### config.mk
export PLATFORM = sky130hd
export DESIGN_NAME = button_multi_press_classifier
export DESIGN_NICKNAME = d
export VERILOG_FILES = /design/src/design/bmpc_pkg.sv /design/src/design/button_multi_press_classifier.sv
export SDC_FILE = /design/constraint.sdc
export NUM_CORES = 1
export LEC_CHECK = 0
export ABC_CLOCK_PERIOD_IN_PS = 4900
export BUFFER_PORTS_ARGS = -buffer_cell sky130_fd_sc_hd__buf_2
export CAP_MARGIN = 20
export CELL_PAD_IN_SITES_DETAIL_PLACEMENT = 0
export CELL_PAD_IN_SITES_GLOBAL_PLACEMENT = 1
export CORE_MARGIN = 8
export CORE_UTILIZATION = 45
export DETAILED_ROUTE_END_ITERATION = 8
export PLACE_DENSITY = 0.95
export SLEW_MARGIN = 20
export SYNTH_ARGS = -nofsm -noshare
export SYNTH_HDL_FRONTEND = slang
export SYNTH_SLANG_ARGS = --single-unit
export TNS_END_PERCENT = 1
### constraint.sdc
create_clock -name clock -period 4.9 [get_ports clock]
set_clock_uncertainty 0.2 [all_clocks]
set_input_delay 0.98 -clock clock [delete_from_list [all_inputs] [get_ports clock]]
set_output_delay 0.98 -clock clock [all_outputs]
set_load 0.05 [all_outputs]
### src/design/bmpc_pkg.sv
// ----------------------------------------------------------------------------
// Button multi-press classifier package
// Shared widths, register map, event codes and helper functions.
// ----------------------------------------------------------------------------
`timescale 1ns / 1ps
`default_nettype none

package bmpc_pkg;

   // Width of the long-press and repeat countdown timers.
   localparam int TIMER_BITS = 16;
   localparam int LOAD_BITS = 16;
   localparam int WIDE_BITS = 33;

   typedef logic [TIMER_BITS-1:0] timer_type;
   typedef logic [7:0] count_type;

   localparam logic [WIDE_BITS-1:0] TIMER_MAX_WIDE =
      (WIDE_BITS'(1) << TIMER_BITS) - WIDE_BITS'(1);
   localparam count_type COUNT_MAX = 8'hFF;

   // Configuration register map (index = byte address / 4).
   localparam int CSR_ADDR_BITS = 4;
   typedef enum logic [1:0] {
      REG_ACTIVE_HIGH    = 2'd0,
      REG_LONG_TICKS     = 2'd1,
      REG_REPEAT_TICKS   = 2'd2,
      REG_MAX_PRESSES    = 2'd3
   } reg_index_type;

   // Input item kinds.
   typedef enum logic {
      KIND_LEVEL = 1'b0,
      KIND_TICK  = 1'b1
   } kind_type;

   // Reported button events.
   typedef enum logic [1:0] {
      CODE_SINGLE = 2'd0,
      CODE_DOUBLE = 2'd1,
      CODE_TRIPLE = 2'd2,
      CODE_LONG   = 2'd3
   } event_code_type;

   // Loads a timer from a register value, saturating at the timer range.
   function automatic timer_type timer_load(input logic [LOAD_BITS-1:0] value);
      logic [WIDE_BITS-1:0] wide;
      wide = {{(WIDE_BITS-LOAD_BITS){1'b0}}, value};
      if (wide > TIMER_MAX_WIDE) begin
         wide = TIMER_MAX_WIDE;
      end
      return wide[TIMER_BITS-1:0];
   endfunction

   // Maps a press count to its event; anything but two or three is single.
   function automatic event_code_type code_of_count(input count_type count);
      event_code_type code;
      if (count == 8'd2) begin
         code = CODE_DOUBLE;
      end else if (count == 8'd3) begin
         code = CODE_TRIPLE;
      end else begin
         code = CODE_SINGLE;
      end
      return code;
   endfunction

endpackage

`default_nettype wire

### src/design/button_multi_press_classifier.sv
// ----------------------------------------------------------------------------
// Button multi-press classifier
// Turns pin level changes and time ticks into single, double, triple and
// long press events for one button.
// ----------------------------------------------------------------------------
// Usage:
// - The req channel carries one item per transaction: a pin level change
//   (req_kind = 0, req_level_high = new level) or one time tick (req_kind = 1).
// - The rsp channel carries one transaction per reported button event; most
//   items report nothing and produce no transaction.
// - The state is updated at the clock edge that accepts an item, and any event
//   appears on rsp in the next cycle, held in the output register.
// - Throughput is one item per cycle; the single output register sets it.
//   While a result waits and rsp_ready is low, req_ready is low; a result
//   taken in the same cycle frees the register for the next item.
// - The user writes configuration over the csr APB port only while the block is
//   idle (unenforced); reads give the stored value; csr_pready is always high.
// - Synchronous reset clears the press count and disarms both timers, drops
//   any pending result and returns the registers to their reset values
//   (low active level, both timeouts disabled, max presses of one).
// ----------------------------------------------------------------------------
`timescale 1ns / 1ps
`default_nettype none

module button_multi_press_classifier (
   input  wire logic        clock,
   input  wire logic        reset,
   // Input item channel.
   input  wire logic        req_valid,
   output logic             req_ready,
   input  wire logic        req_kind,
   input  wire logic        req_level_high,
   // Result channel.
   output logic             rsp_valid,
   input  wire logic        rsp_ready,
   output logic             rsp_event_valid,
   output logic [1:0]       rsp_event_code,
   // Configuration port.
   input  wire logic        csr_psel,
   input  wire logic        csr_penable,
   input  wire logic        csr_pwrite,
   input  wire logic [bmpc_pkg::CSR_ADDR_BITS-1:0] csr_paddr,
   input  wire logic [31:0] csr_pwdata,
   output logic [31:0]      csr_prdata,
   output logic             csr_pready
);

   // Configuration registers.
   logic        active_high_ff;
   logic [15:0] long_ticks_ff;
   logic [15:0] repeat_ticks_ff;
   logic [7:0]  max_presses_ff;

   // Classifier state.
   bmpc_pkg::count_type press_count_ff, press_count_in;
   bmpc_pkg::timer_type long_rem_ff, long_rem_in;
   logic                long_armed_ff, long_armed_in;
   bmpc_pkg::timer_type repeat_rem_ff, repeat_rem_in;
   logic                repeat_armed_ff, repeat_armed_in;

   // Output register.
   logic                     rsp_valid_ff;
   bmpc_pkg::event_code_type rsp_code_ff;

   // Per-item results.
   logic                     emit;
   bmpc_pkg::event_code_type emit_code;
   logic                     req_accept;
   logic                     csr_write;
   bmpc_pkg::reg_index_type  csr_index;

   // Timer countdown terms for a tick.
   bmpc_pkg::timer_type long_dec;
   bmpc_pkg::timer_type repeat_dec;
   bmpc_pkg::count_type count_inc;

   assign csr_pready = 1'b1;
   assign csr_index  = bmpc_pkg::reg_index_type'(csr_paddr[3:2]);
   assign csr_write  = csr_psel && csr_penable && csr_pwrite && csr_pready;

   // Register write port.
   always_ff @(posedge clock) begin
      if (reset) begin
         active_high_ff  <= 1'b0;
         long_ticks_ff   <= 16'd0;
         repeat_ticks_ff <= 16'd0;
         max_presses_ff  <= 8'd1;
      end else if (csr_write) begin
         unique case (csr_index)
            bmpc_pkg::REG_ACTIVE_HIGH:  active_high_ff  <= csr_pwdata[0];
            bmpc_pkg::REG_LONG_TICKS:   long_ticks_ff   <= csr_pwdata[15:0];
            bmpc_pkg::REG_REPEAT_TICKS: repeat_ticks_ff <= csr_pwdata[15:0];
            bmpc_pkg::REG_MAX_PRESSES:  max_presses_ff  <= csr_pwdata[7:0];
            default: ;
         endcase
      end
   end

   // Register read mux.
   always_comb begin
      unique case (csr_index)
         bmpc_pkg::REG_ACTIVE_HIGH:  csr_prdata = {31'd0, active_high_ff};
         bmpc_pkg::REG_LONG_TICKS:   csr_prdata = {16'd0, long_ticks_ff};
         bmpc_pkg::REG_REPEAT_TICKS: csr_prdata = {16'd0, repeat_ticks_ff};
         bmpc_pkg::REG_MAX_PRESSES:  csr_prdata = {24'd0, max_presses_ff};
         default:                    csr_prdata = 32'd0;
      endcase
   end

   // An item is taken whenever the output register is empty or draining.
   assign req_ready  = !rsp_valid_ff || rsp_ready;
   assign req_accept = req_valid && req_ready;

   // Countdown values: an armed timer at zero stays at zero and expires.
   assign long_dec   = (long_rem_ff != '0) ? long_rem_ff - bmpc_pkg::timer_type'(1) : '0;
   assign repeat_dec = (repeat_rem_ff != '0) ? repeat_rem_ff - bmpc_pkg::timer_type'(1) : '0;
   assign count_inc  = (press_count_ff == bmpc_pkg::COUNT_MAX) ?
                       press_count_ff : press_count_ff + 8'd1;

   // Next state and result for the item on the input.
   always_comb begin
      press_count_in  = press_count_ff;
      long_rem_in     = long_rem_ff;
      long_armed_in   = long_armed_ff;
      repeat_rem_in   = repeat_rem_ff;
      repeat_armed_in = repeat_armed_ff;
      emit            = 1'b0;
      emit_code       = bmpc_pkg::CODE_SINGLE;

      if (req_kind == bmpc_pkg::KIND_TICK) begin
         // Both armed timers count down; long press wins a shared expiry.
         if (long_armed_ff) begin
            long_rem_in = long_dec;
            if (long_dec == '0) begin
               long_armed_in = 1'b0;
            end
         end
         if (repeat_armed_ff) begin
            repeat_rem_in = repeat_dec;
            if (repeat_dec == '0) begin
               repeat_armed_in = 1'b0;
            end
         end
         if (long_armed_ff && long_dec == '0) begin
            emit           = 1'b1;
            emit_code      = bmpc_pkg::CODE_LONG;
            press_count_in = '0;
         end else if (repeat_armed_ff && repeat_dec == '0) begin
            emit           = 1'b1;
            emit_code      = bmpc_pkg::code_of_count(press_count_ff);
            press_count_in = '0;
         end
      end else if (req_level_high == active_high_ff) begin
         // Press: count up, and the first press arms the long timer if its load is nonzero.
         press_count_in = count_inc;
         if (press_count_ff == '0 && long_ticks_ff != 16'd0) begin
            long_rem_in   = bmpc_pkg::timer_load(long_ticks_ff);
            long_armed_in = 1'b1;
         end
      end else if (press_count_ff != '0) begin
         // Release: report at once or wait for a further press.
         long_armed_in = 1'b0;
         if (press_count_ff >= max_presses_ff || repeat_ticks_ff == 16'd0) begin
            repeat_armed_in = 1'b0;
            emit            = 1'b1;
            emit_code       = bmpc_pkg::code_of_count(press_count_ff);
            press_count_in  = '0;
         end else begin
            repeat_rem_in   = bmpc_pkg::timer_load(repeat_ticks_ff);
            repeat_armed_in = 1'b1;
         end
      end
   end

   // State registers, updated on each accepted item.
   always_ff @(posedge clock) begin
      if (reset) begin
         press_count_ff  <= '0;
         long_rem_ff     <= '0;
         long_armed_ff   <= 1'b0;
         repeat_rem_ff   <= '0;
         repeat_armed_ff <= 1'b0;
      end else if (req_accept) begin
         press_count_ff  <= press_count_in;
         long_rem_ff     <= long_rem_in;
         long_armed_ff   <= long_armed_in;
         repeat_rem_ff   <= repeat_rem_in;
         repeat_armed_ff <= repeat_armed_in;
      end
   end

   // Output register: loaded by a reporting item, cleared when taken.
   always_ff @(posedge clock) begin
      if (reset) begin
         rsp_valid_ff <= 1'b0;
      end else if (req_accept) begin
         rsp_valid_ff <= emit;
      end else if (rsp_ready) begin
         rsp_valid_ff <= 1'b0;
      end
   end

   always_ff @(posedge clock) begin
      if (req_accept && emit) begin
         rsp_code_ff <= emit_code;
      end
   end

   assign rsp_valid       = rsp_valid_ff;
   assign rsp_event_valid = rsp_valid_ff;
   assign rsp_event_code  = rsp_code_ff;

endmodule

`default_nettype wire

* Word level (Yosys, flattened, before mapping)
Cells that the tools add are included.
** Storage, ports and cells
- Output and inout bits :: 38
- Input bits :: 45
- Logic and storage cells :: 110
- Register bits after elaboration :: 86
** Cells by class
- $add $sub $neg :: 3
- Multiplexer cells :: 47
- Equal/unequal tests :: 14
- Order comparisons :: 1
- Reduce and logical (&&, ||, !) cells :: 34
** Operator list (number)
- $mux 16 :: 11
- $pmux 32 s4 :: 1
- $mux 8 :: 7
- $logic_not 16->1 :: 3
- $reduce_bool 16->1 :: 3
- $sub 16x1->16 const B :: 2
- $mux 1 :: 20
- $eq 8x2->1 const B :: 2
- $mux 2 :: 8
- $reduce_and 5->1 :: 2
- $add 8x1->8 const B :: 1
- $eq 8x8->1 const B :: 1
- $ge 8x8->1 :: 1
- $logic_not 8->1 :: 1
- $reduce_and 2->1 :: 4
- $reduce_bool 2->1 :: 4
- $reduce_bool 8->1 :: 1
- $logic_and 1x1->1 :: 7
- $reduce_and 3->1 :: 2
- $reduce_bool 3->1 :: 2
- $eq 2x2->1 const B :: 2
- $ne 2x1->1 const B :: 2
- $ne 2x2->1 const B :: 2
- $reduce_and 4->1 :: 1
- 8 further kinds :: 9

* Depth between registers and ports, before layout
Gate-level depths: netlist (run 1).
- Word-level depth :: 8
- Gate-level depth with buffers :: 10
- Gate-level depth less buffers :: 9

* Worst setup path before layout (run 1)
No wires, ideal clock.
- Path kind :: input -> output
- Start point :: input port csr_paddr[2] (netlist name)
- End point :: output port csr_prdata[10]
- Arrival :: 2.088 ns
- Buffers on the path :: 2
- Stages :: 4
- Required time :: 3.720 ns
- Slack :: 1.632 ns
- Cell sequence :: nor2b_1 > clkbuf_1 > clkbuf_1 > a22o_1
** On the way
- Cells in the longest elaborated chain, start to end :: 2
- Elaborated cells on any way between the ends :: 5
** RTL lines
- start, declared :: line button_multi_press_classifier.sv:42 : input wire logic [bmpc_pkg::CSR_ADDR_BITS-1:0] csr_paddr,
- $eq 2x2->1, or another cell as far along :: line button_multi_press_classifier.sv:101 : unique case (csr_index)
- $pmux 32 s4 (*) :: line button_multi_press_classifier.sv:101
- end, declared :: line button_multi_press_classifier.sv:44 : output logic [31:0] csr_prdata,
Mark *: on every way between the ends. The rest lies on a longest branch, timed or not. The select of a mux whose other input is x is not followed.

* Worst setup path after layout (run 1)
- Start point :: register repeat_rem_ff[0]
- End point :: register rsp_code_ff[1] (netlist: rsp_event_code[1]), enable pin
** On the way
- Cells in the longest elaborated chain, start to end :: 8
- Elaborated cells on any way between the ends :: 9
** RTL lines
- start, declared :: line button_multi_press_classifier.sv:58 : bmpc_pkg::timer_type repeat_rem_ff, repeat_rem_in;
- start signal, assigned :: line button_multi_press_classifier.sv:187 : repeat_rem_ff <= repeat_rem_in;
- $sub 16x1->16 / $reduce_bool 16->1 (equally long branches) :: line button_multi_press_classifier.sv:116 : assign repeat_dec = (repeat_rem_ff != '0) ? repeat_rem_ff - bmpc_pkg::timer_type'(1) : '0;
- $mux 16 (*) :: line button_multi_press_classifier.sv:116
- $logic_not 16->1 (*) :: line button_multi_press_classifier.sv:148 : end else if (repeat_armed_ff && repeat_dec == '0) begin
- $logic_and 1x1->1 (*) :: line button_multi_press_classifier.sv:148
- $mux 1 (*) :: line button_multi_press_classifier.sv:148
- $mux 1 (*) :: line button_multi_press_classifier.sv:144 : if (long_armed_ff && long_dec == '0) begin
- $mux 1 (*) :: line button_multi_press_classifier.sv:130 : if (req_kind == bmpc_pkg::KIND_TICK) begin
- $logic_and 1x1->1 (*) :: line button_multi_press_classifier.sv:204 : if (req_accept && emit) begin
- end signal, assigned :: line button_multi_press_classifier.sv:205 : rsp_code_ff <= emit_code;
- end, declared :: line button_multi_press_classifier.sv:63 : bmpc_pkg::event_code_type rsp_code_ff;
Mark *: on every way between the ends. The rest lies on a longest branch, timed or not.
A chain may end at the register's enable or synchronous reset.

==> flow_summary.yaml, run 1 <==
cts:
  cts_resized: 0
  clkSinkCount: 86
  ctsHoldBuffers: 0
  clock-root-buffer: "clkbuf_16"
  htreeDepth: 3
  clk_path_buf_depth: 2
  cts_buffers: 9
  post_cts_buffers: 0
  path_clk_slew_ns: 0.06
  tritoncts: "built"
  clkLatencyLatePin_ns: 0.35
sta:
  rsz0062_at_grt: "false"
  setup_violations: 0
  fin_crit_sh_pct: 74.3
  drv_slew: 0
  slew-limit-headroom_pct: 39.4
  fmax_mhz: 275
  min_period_ns: 3.64
  tns_ns: 0
  hold_violations: 0
  worst_pin_slew_ns: 0.908
power_and_ir_drop:
  comb_power_share_pct: 18.0
  peakVddDrop_uv: 181
  p_leak_nw: 2.15
  p_sw_share_pct: 29.9
  clock_power_share_pct: 39.3
  power.density_mw_per_mm2: 299
  p_int_mw: 1.20
  switchingPower_uw: 511
  p_seq_share_pct: 42.7
logic_synthesis:
  yosysUniqueCellTypes: 59
  yosysTopAreaCell: "dfxtp_1"
  synth_edf_count: 2
  synthDominantCellAreaShare_pct: 32.4
  async_flop_share_pct: 0
  seq_area_frac_synth_pct: 33.6
  ys_ff_latch: 86
  synth_cells: 683
  netlist_top_cells_area: "dfxtp_1, nand2_1, a21oi_1, nor2_1, ha_1"
  ys.flop_type: "dfxtp_1"
  synth_area_per_cell_um2: 7.60
  ys_warn_count: 0
  mappedNetlistArea_mm2: 0.00519
detailed_routing:
  drc: 0
  drtPass1Iterations: 5
  drtIter0Drc: 432
  num_vias: 5057
  vias_per_cell: 5.93
  wire_per_inst_um: 17.3
  wl_um: 14700
  ant_nets: 0
critical_path:
  cp_max_fo: 7
  regToRegSetupSlack_ns: 1.26
  timing.rr.start: "repeat_rem_ff[0]"
  critPathKind: "flip-flop to flip-flop"
  endpoint_kind: "flip-flop"
  rr_endpoint: "rsp_event_code[1]"
  crit_required_ns: 4.74
  reg2regPathDepth: 9
  critPathLaunchType: "flip-flop"
  arrival_ns: 3.48
die:
  dieArea_mm2: 0.0152
  start_util_pct: 45.8
  rows: 39
  die_w_um: 123
  pin_count: 83
  die_h_um: 123
  core-area_mm2: 0.0113
global_route:
  antenna_found_initial: 0
  grt_pass1_vias: 4773
  grt.overflow.total: 0
  grt_pass1_wl_um: 24000
  grt_max_degree: 88
  grt_usage_pct: 19.8
layout:
  stdcell_count: 853
  drive_gt1_share_pct: 12.4
  nNetsFinal: 764
  seq_area_mm2: 0.00174
  fill_cells: 1109
  multiInputGateArea_mm2: 0.00311
  final_common_cell: "nand2_1"
  diodes: 0
  syn2layout_area_growth_pct: 10.1
  layout_common_cells: "nand2_1, dfxtp_1, nor2_1"
run:
  timing.max_cap.violations: 0
hold_path:
  hold_path_class: "flip-flop to flip-flop"
  holdPathStages: 2
  hold_end: "repeat_ticks_ff[7]"
  hp-start: "repeat_ticks_ff[7]"
place:
  hpwl_um: 10700
  place.gp.congestion: 0.950
  port_buffers: 47
  dp_cells: 837
status:
  status: "complete, no violations"
[per-stage QoR]
step	hold slack, ns	cell area (um^2)	setup slack [ns]	power [mW]	util, %
global placement	0.255	5430	1.36	1.04	47.9
finish	0.275	5720	1.26	1.71	50.5
floorplan	0.249	5250	1.63	0.981	-
detailed placement	0.266	5430	1.28	1.05	47.9
CTS	0.274	5720	1.27	1.70	50.5
global route	0.291	5720	0.969	1.77	50.5
[layer usage]
layer / track usage [%] / vias up / share of wire [%]
li1: - / 2482 / -
met1: 26.6 / 2384 / 46
met2: 30.5 / 169 / 45
met3: 3.93 / 22 / 5.9
met4: 7.60 / 0 / 2.4
met5: 0 / - / 0
[power by group through the flow]
stage / Combinational, mW / Sequential, mW / Clock (mW)
detailed placement: 0.301 / 0.744 / 0
finish: 0.308 / 0.728 / 0.671
global placement: 0.299 / 0.743 / 0
CTS: 0.303 / 0.728 / 0.672
global route: 0.337 / 0.730 / 0.705
floorplan: 0.240 / 0.741 / 0
[critical path, stage by stage, from the launching register on]
cell	delay, ns
dfxtp_1	0.34
inv_1	0.12
ha_1	0.26
nor3b_1	0.56
nand3_1	0.33
o31a_1	0.36
o41ai_1	0.37
o2111ai_1	0.34
o2bb2ai_1	0.27
nor2_1	0.19
[worst max-delay path by stage]
stage / to / slack [ns] / start
finish: rsp_event_code[1] / 1.26 / repeat_rem_ff[0]
global route: rsp_event_code[1] / 0.97 / repeat_rem_ff[0]
CTS: rsp_event_code[1] / 1.27 / repeat_rem_ff[0]
detailed placement: rsp_event_code[1] / 1.28 / repeat_rem_ff[0]
global placement: csr_prdata[13] / 1.36 / csr_paddr[3]
floorplan: csr_prdata[10] / 1.63 / csr_paddr[2]
[flip-flops by register name (all words and copies together) (netlist names)]
name             flops
long_rem_ff         16
long_ticks_ff       16
repeat_rem_ff       16
repeat_ticks_ff     16
max_presses_ff       8
press_count_ff       8
rsp_event_code       2
active_high_ff       1
long_armed_ff        1
repeat_armed_ff      1
rsp_event_valid      1
[Yosys cell counts (all sizes together), types with 4 or more instances]
master	n
a211oi	11
inv	25
mux2i	14
a22o	19
or4	11
a22oi	13
and2	4
o211ai	4
o31ai	4
nand2	97
dfxtp	84
nand2b	9
a31oi	4
and3	4
a311oi	7
mux2	6
ha	14
nor4	17
buf	20
clkbuf	39
a21o	5
xnor2	4
o21ai	28
a21oi	70
nand3b	4
or2	4
nand3	14
o32ai	5
nor3	16
nor2b	10
nand4	5
nor2	70
[kinds of logic (layout without fill, tap and decap cells)]
logic type / Yosys count / count (layout) / share of synthesized area (%)
buffers and inverters: 85 / 97 / 7.59
AOI/OAI and AO/OA: 193 / 193 / 24.6
DFF: 86 / 86 / 33.6
and+or+nand+nor: 275 / 275 / 25.1
other: 2 / 17 / 0.145
adders and majority gates: 14 / 14 / 3.38
muxes: 21 / 21 / 4.44
xor gates and xnor gates: 7 / 7 / 1.18
[cell type report]
type / instances / area share, %
multi-input combinational: 527 / 54.5
sequential: 86 / 30.5
timing repair buffer: 55 / 5.17
clock buffer: 13 / 4.73
tap: 143 / 3.13
inverter: 26 / 1.71
clock inverter: 3 / 0.306
Note: power is estimated with default switching activity, not from simulation.
==> run 2, diff against run 1 <==
--- a/config.mk
+++ b/config.mk
@@ -5,15 +5,16 @@
 export SDC_FILE = /design/constraint.sdc
 export NUM_CORES = 1
 export LEC_CHECK = 0
-export ABC_CLOCK_PERIOD_IN_PS = 4900
+export ABC_AREA = 1
+export ABC_CLOCK_PERIOD_IN_PS = 3600
 export BUFFER_PORTS_ARGS = -buffer_cell sky130_fd_sc_hd__buf_2
 export CAP_MARGIN = 20
 export CELL_PAD_IN_SITES_DETAIL_PLACEMENT = 0
 export CELL_PAD_IN_SITES_GLOBAL_PLACEMENT = 1
 export CORE_MARGIN = 8
-export CORE_UTILIZATION = 45
+export CORE_UTILIZATION = 41
 export DETAILED_ROUTE_END_ITERATION = 8
-export PLACE_DENSITY = 0.95
+export PLACE_DENSITY = 0.9
 export SLEW_MARGIN = 20
 export SYNTH_ARGS = -nofsm -noshare
 export SYNTH_HDL_FRONTEND = slang
==> constraint.sdc (replaced) <==
create_clock -name clock -period 3.6 [get_ports clock]
set_clock_uncertainty 0.2 [all_clocks]
set_input_delay 0.72 -clock clock [delete_from_list [all_inputs] [get_ports clock]]
set_output_delay 0.72 -clock clock [all_outputs]
set_load 0.05 [all_outputs]
==> flow_summary.yaml, run 2 <==
status:
  status: "complete, no violations"
layout:
  utilization_pct: 46.4
  drive_gt1_share_pct: 13.4
  final_common_cell: "nand2_1"
  design_area_mm2: 0.00612
  multiInputGateArea_mm2: 0.00318
  seq_area_mm2: 0.00174
  layout_common_cells: "nand2_1, nor2_1, o21ai_0"
  nNetsFinal: 937
  fill_cells: 1400
  syn2layout_area_growth_pct: 11.1
  diodes: 0
detailed_routing:
  vias_per_cell: 5.19
  num_vias: 5491
  wl_um: 15700
  drtIter0Drc: 351
  wire_per_inst_um: 14.8
  ant_nets: 0
  drc: 0
  drtPass1Iterations: 5
logic_synthesis:
  yosysUniqueCellTypes: 41
  synthDominantCellAreaShare_pct: 30.5
  seq_area_frac_synth_pct: 31.6
  synth_edf_count: 2
  async_flop_share_pct: 0
  synth_cells: 847
  ys_ff_latch: 86
  yosysTopAreaCell: "dfxtp_1"
  yosysMostFrequentCell: "nand2_1"
  mappedNetlistArea_mm2: 0.00551
  synth_area_per_cell_um2: 6.51
  ys.flop_type: "dfxtp_1"
  yosys-top-cells-count: "nand2_1, nor2_1, o21ai_0"
  ys_warn_count: 0
  netlist_top_cells_area: "dfxtp_1, nand2_1, o21ai_0, nor2_1, inv_1"
cts:
  path_clk_slew_ns: 0.07
  clock-root-buffer: "clkbuf_16"
  clk_path_buf_depth: 2
  cts_buffers: 9
  ctsHoldBuffers: 0
  post_cts_buffers: 0
  clkLatencyLatePin_ns: 0.35
  tritoncts: "built"
  htreeDepth: 3
  cts_resized: 0
  clkSinkCount: 86
place:
  port_buffers: 47
  hpwl_um: 11800
  place.gp.congestion: 0.888
  placed_cell_area_mm2: 0.00582
die:
  dieArea_mm2: 0.0174
  pin_count: 83
  rows: 42
  core-area_mm2: 0.0132
  die_w_um: 132
  start_util_pct: 41.8
  die_h_um: 132
sta:
  hold_violations: 0
  holdWs_ns: 0.302
  drv_slew: 0
  slew-limit-headroom_pct: 46.6
  rsz0062_at_grt: "false"
  fin_crit_sh_pct: 86.3
  fmax_mhz: 322
  worst_pin_slew_ns: 0.801
  setup_violations: 0
  tns_ns: 0
  min_period_ns: 3.11
power_and_ir_drop:
  report.power.total_mw: 3.23
  peakVddDrop_uv: 291
  p_seq_share_pct: 32.6
  power.density_mw_per_mm2: 527
  comb_power_share_pct: 37.2
  clock_power_share_pct: 30.2
  p_int_mw: 1.93
  p_sw_share_pct: 40.0
  switchingPower_mw: 1.29
  p_leak_nw: 2.75
critical_path:
  critPathLaunchType: "input port"
  timing.rr.start: "repeat_rem_ff[0]"
  reg2regPathDepth: 12
  arrival_ns: 2.19
  cp_max_fo: 17
  crit_start: "csr_paddr[2]"
  critPathKind: "input port to output port"
  crit_required_ns: 2.68
  endpoint_kind: "output port"
global_route:
  grt_max_degree: 51
  grt_pass1_vias: 5178
  grt_usage_pct: 18.1
  grt_pass1_wl_um: 26100
  grt.overflow.total: 0
  antenna_found_initial: 0
hold_path:
  hp-start: "repeat_armed_ff"
  holdPathStages: 2
  hold_path_class: "flip-flop to flip-flop"
run:
  timing.max_cap.violations: 0
run 2: cell types whose count changed after synthesis, moves of 12 or more:
cell / before / now
inv_1: 25 / 91
o21ai_0: 28 / 93
nand2_1: 97 / 156
nor2_1: 70 / 119
nand3_1: 14 / 60
a22o_1: 19 / 0
clkbuf_1: 39 / 25
mux2i_1: 14 / 0
a21oi_1: 69 / 56
a22oi_1: 13 / 0
nor2_2: 0 / 13
nand4_1: 5 / 17
nor3_1: 16 / 4
run 2: worst paths after layout:
kind                                           to  slack [ns]
worst max-delay path               csr_prdata[14]        0.49
worst min-delay path              repeat_armed_ff        0.30
worst max register to register  rsp_event_code[1]        0.87
worst min register to register    repeat_armed_ff        0.30
run 2: worst max-delay path, stage by stage:
cell and delay, ns:
buf_2 0.11, inv_1 0.05, nor2_1 0.09, clkinv_1 0.45, o22ai_1 0.42, buf_2 0.33
run 2: area by class of cell:
cell class	count	area share [%]
multi-input combinational	628	52.0
clock inverter	6	1.08
sequential	86	28.4
inverter	99	6.09
tap	176	3.60
timing repair buffer	54	4.90
clock buffer	10	3.90
run 2: power groups by stage:
stage / logic [mW] / registers, mW / clock network (mW)
finish: 1.20 / 1.05 / 0.974
global route: 1.36 / 1.06 / 1.03
CTS: 1.19 / 1.05 / 0.993
detailed placement: 1.18 / 1.07 / 0
global placement: 1.18 / 1.07 / 0
floorplan: 0.971 / 1.07 / 0
run 2: kinds of logic (layout without fill, tap and decap cells):
logic type               count (synthesis)  after routing  share of synthesized area (%)
XOR/XNOR                                 4              4                          0.636
AND/OR/NAND/NOR                        405            405                           34.1
adder cells (fa/ha/maj)                 14             14                           3.18
buffers and inverters                  148            169                           11.7
AO/OA/AOI/OAI                          188            188                           18.7
flip-flops                              86             86                           31.6
other                                    2             17                          0.136
run 2: through the flow:
stage | setup WS (ns) | instances
6_report | 0.494 | 1059
3_3_place_gp | 0.599 | 1043
2_1_floorplan | 0.623 | 862
4_1_cts | 0.574 | 1059
3_5_place_dp | 0.583 | 1043
5_1_grt | 0.393 | 1059
run 2: routing by layer:
metal	vias up	GRT usage [%]	share of wire, %
met5	-	0	0
met4	0	7.40	2.1
met3	20	2.78	4.2
met2	152	27.2	43
met1	2484	25.1	50
li1	2835	-	-
==> run 3, diff against run 2 <==
--- a/config.mk
+++ b/config.mk
@@ -5,16 +5,15 @@
 export SDC_FILE = /design/constraint.sdc
 export NUM_CORES = 1
 export LEC_CHECK = 0
-export ABC_AREA = 1
 export ABC_CLOCK_PERIOD_IN_PS = 3600
 export BUFFER_PORTS_ARGS = -buffer_cell sky130_fd_sc_hd__buf_2
-export CAP_MARGIN = 20
 export CELL_PAD_IN_SITES_DETAIL_PLACEMENT = 0
 export CELL_PAD_IN_SITES_GLOBAL_PLACEMENT = 1
 export CORE_MARGIN = 8
-export CORE_UTILIZATION = 41
+export CORE_UTILIZATION = 42
 export DETAILED_ROUTE_END_ITERATION = 8
 export PLACE_DENSITY = 0.9
+export RECOVER_POWER = 25
 export SLEW_MARGIN = 20
 export SYNTH_ARGS = -nofsm -noshare
 export SYNTH_HDL_FRONTEND = slang
==> flow_summary.yaml, run 3 (synthesis gave the netlist of run 1 again) <==
status:
  status: "complete, no violations"
place:
  place_ws_ns: 0.293
  hpwl_um: 11400
  place.gp.congestion: 0.897
  port_buffers: 47
layout:
  fill_cells: 1196
  final_common_cell: "nand2_1"
  diodes: 0
  nNetsFinal: 772
  syn2layout_area_growth_pct: 11.9
  drive_gt1_share_pct: 12.3
  layout_common_cells: "nand2_1, dfxtp_1, nor2_1"
sta:
  tns_ns: 0
  hold_violations: 0
  rsz0062_at_grt: "false"
  fmax_mhz: 301
  drv_slew: 0
  setup_violations: 0
  fin_ws_ns: 0.275
  slew-limit-headroom_pct: 6.80
  fin_crit_sh_pct: 92.4
  min_period_ns: 3.32
  worst_pin_slew_ns: 1.40
  holdWs_ns: 0.278
cts:
  tritoncts: "built"
  htreeDepth: 3
  cts_resized: 0
  clock-root-buffer: "clkbuf_16"
  clkSinkCount: 86
  path_clk_slew_ns: 0.06
  clkLatencyLatePin_ns: 0.34
  post_cts_buffers: 0
  cts_buffers: 9
  clk_path_buf_depth: 2
  ctsHoldBuffers: 0
power_and_ir_drop:
  p_leak_nw: 2.17
  power.density_mw_per_mm2: 408
  peakVddDrop_uv: 296
critical_path:
  timing.rr.start: "long_rem_ff[0]"
  reg2regPathDepth: 9
  endpoint_kind: "flip-flop"
  arrival_ns: 3.17
  critPathLaunchType: "flip-flop"
  cp_max_fo: 6
  crit_required_ns: 3.44
  crit_start: "long_rem_ff[0]"
  critPathKind: "flip-flop to flip-flop"
global_route:
  grt.overflow.total: 0
  antenna_found_initial: 0
  grt_pass1_vias: 4928
  grt_max_degree: 32
  grt_pass1_wl_um: 25200
  grt_usage_pct: 19.1
die:
  die_w_um: 127
  die_h_um: 127
  start_util_pct: 43.0
  rows: 40
  core-area_mm2: 0.0121
  dieArea_mm2: 0.0162
  pin_count: 83
detailed_routing:
  num_vias: 5097
  wl_um: 15200
  wire_per_inst_um: 17.2
  drtPass1Iterations: 5
  vias_per_cell: 5.75
  ant_nets: 0
  drtIter0Drc: 401
  drc: 0
hold_path:
  hp-start: "repeat_ticks_ff[4]"
  holdPathStages: 2
  hold_path_class: "flip-flop to flip-flop"
run:
  timing.max_cap.violations: 0
==> run 3: changes by cell type in the layout (fill, tap and decap cells not counted), moves of 19 or more <==
cell | before | now
inv_1 | 91 | 25
o21ai_0 | 93 | 28
nand2_1 | 156 | 97
nor2_1 | 119 | 70
nand3_1 | 60 | 14
a22o_1 | 0 | 19
==> run 3: final timing paths <==
path | to | slack (ns)
max | rsp_event_code[0] | 0.28
min | repeat_ticks_ff[4] | 0.28
max reg2reg | rsp_event_code[0] | 0.28
min reg2reg | repeat_ticks_ff[4] | 0.28
==> run 3: routing by layer <==
layer	vias to the layer above	part of all wire [%]	global-route usage, %
met2	166	47	30.8
met4	0	2.1	7.84
li1	2493	-	-
met3	25	6.0	4.03
met1	2413	45	24.4
met5	-	0	0
==> run 3: area by class of cell <==
cell class	instances	area [um^2]	share of cell area, %
clock buffer	13	260	4.48
clock inverter	3	42.5	0.732
inverter	26	97.6	1.68
multi-input combinational	527	3110	53.6
sequential	86	1740	30.0
tap	168	210	3.62
timing repair buffer	63	342	5.88
==> run 3: critical path, stage by stage, from the launching register on <==
cell and delay (ns):
dfxtp_1 0.35, inv_1 0.09, ha_1 0.24, or3b_2 0.52
nor4_1 0.28, o21bai_1 0.12, a2111oi_2 0.48, a31oi_1 0.30
o2bb2ai_1 0.25, nor2_1 0.18
==> run 3: through the flow <==
step / util [%] / area [um^2] / power, mW / cells
after floorplan: - / 5250 / 1.34 / 698
after CTS: 48.3 / 5820 / 2.38 / 886
final: 48.2 / 5810 / 2.37 / 886
after detailed placement: 45.8 / 5520 / 1.44 / 870
after global routing: 48.2 / 5810 / 2.47 / 886
after global placement: 45.8 / 5520 / 1.43 / 870
==> run 3: report_power, final <==
| part | switching, mW | total, mW | internal, mW |
|---|---|---|---|
| Clock | 0.370 | 0.945 | 0.575 |
| Sequential | 0.0208 | 0.992 | 0.971 |
| Combinational | 0.289 | 0.433 | 0.144 |
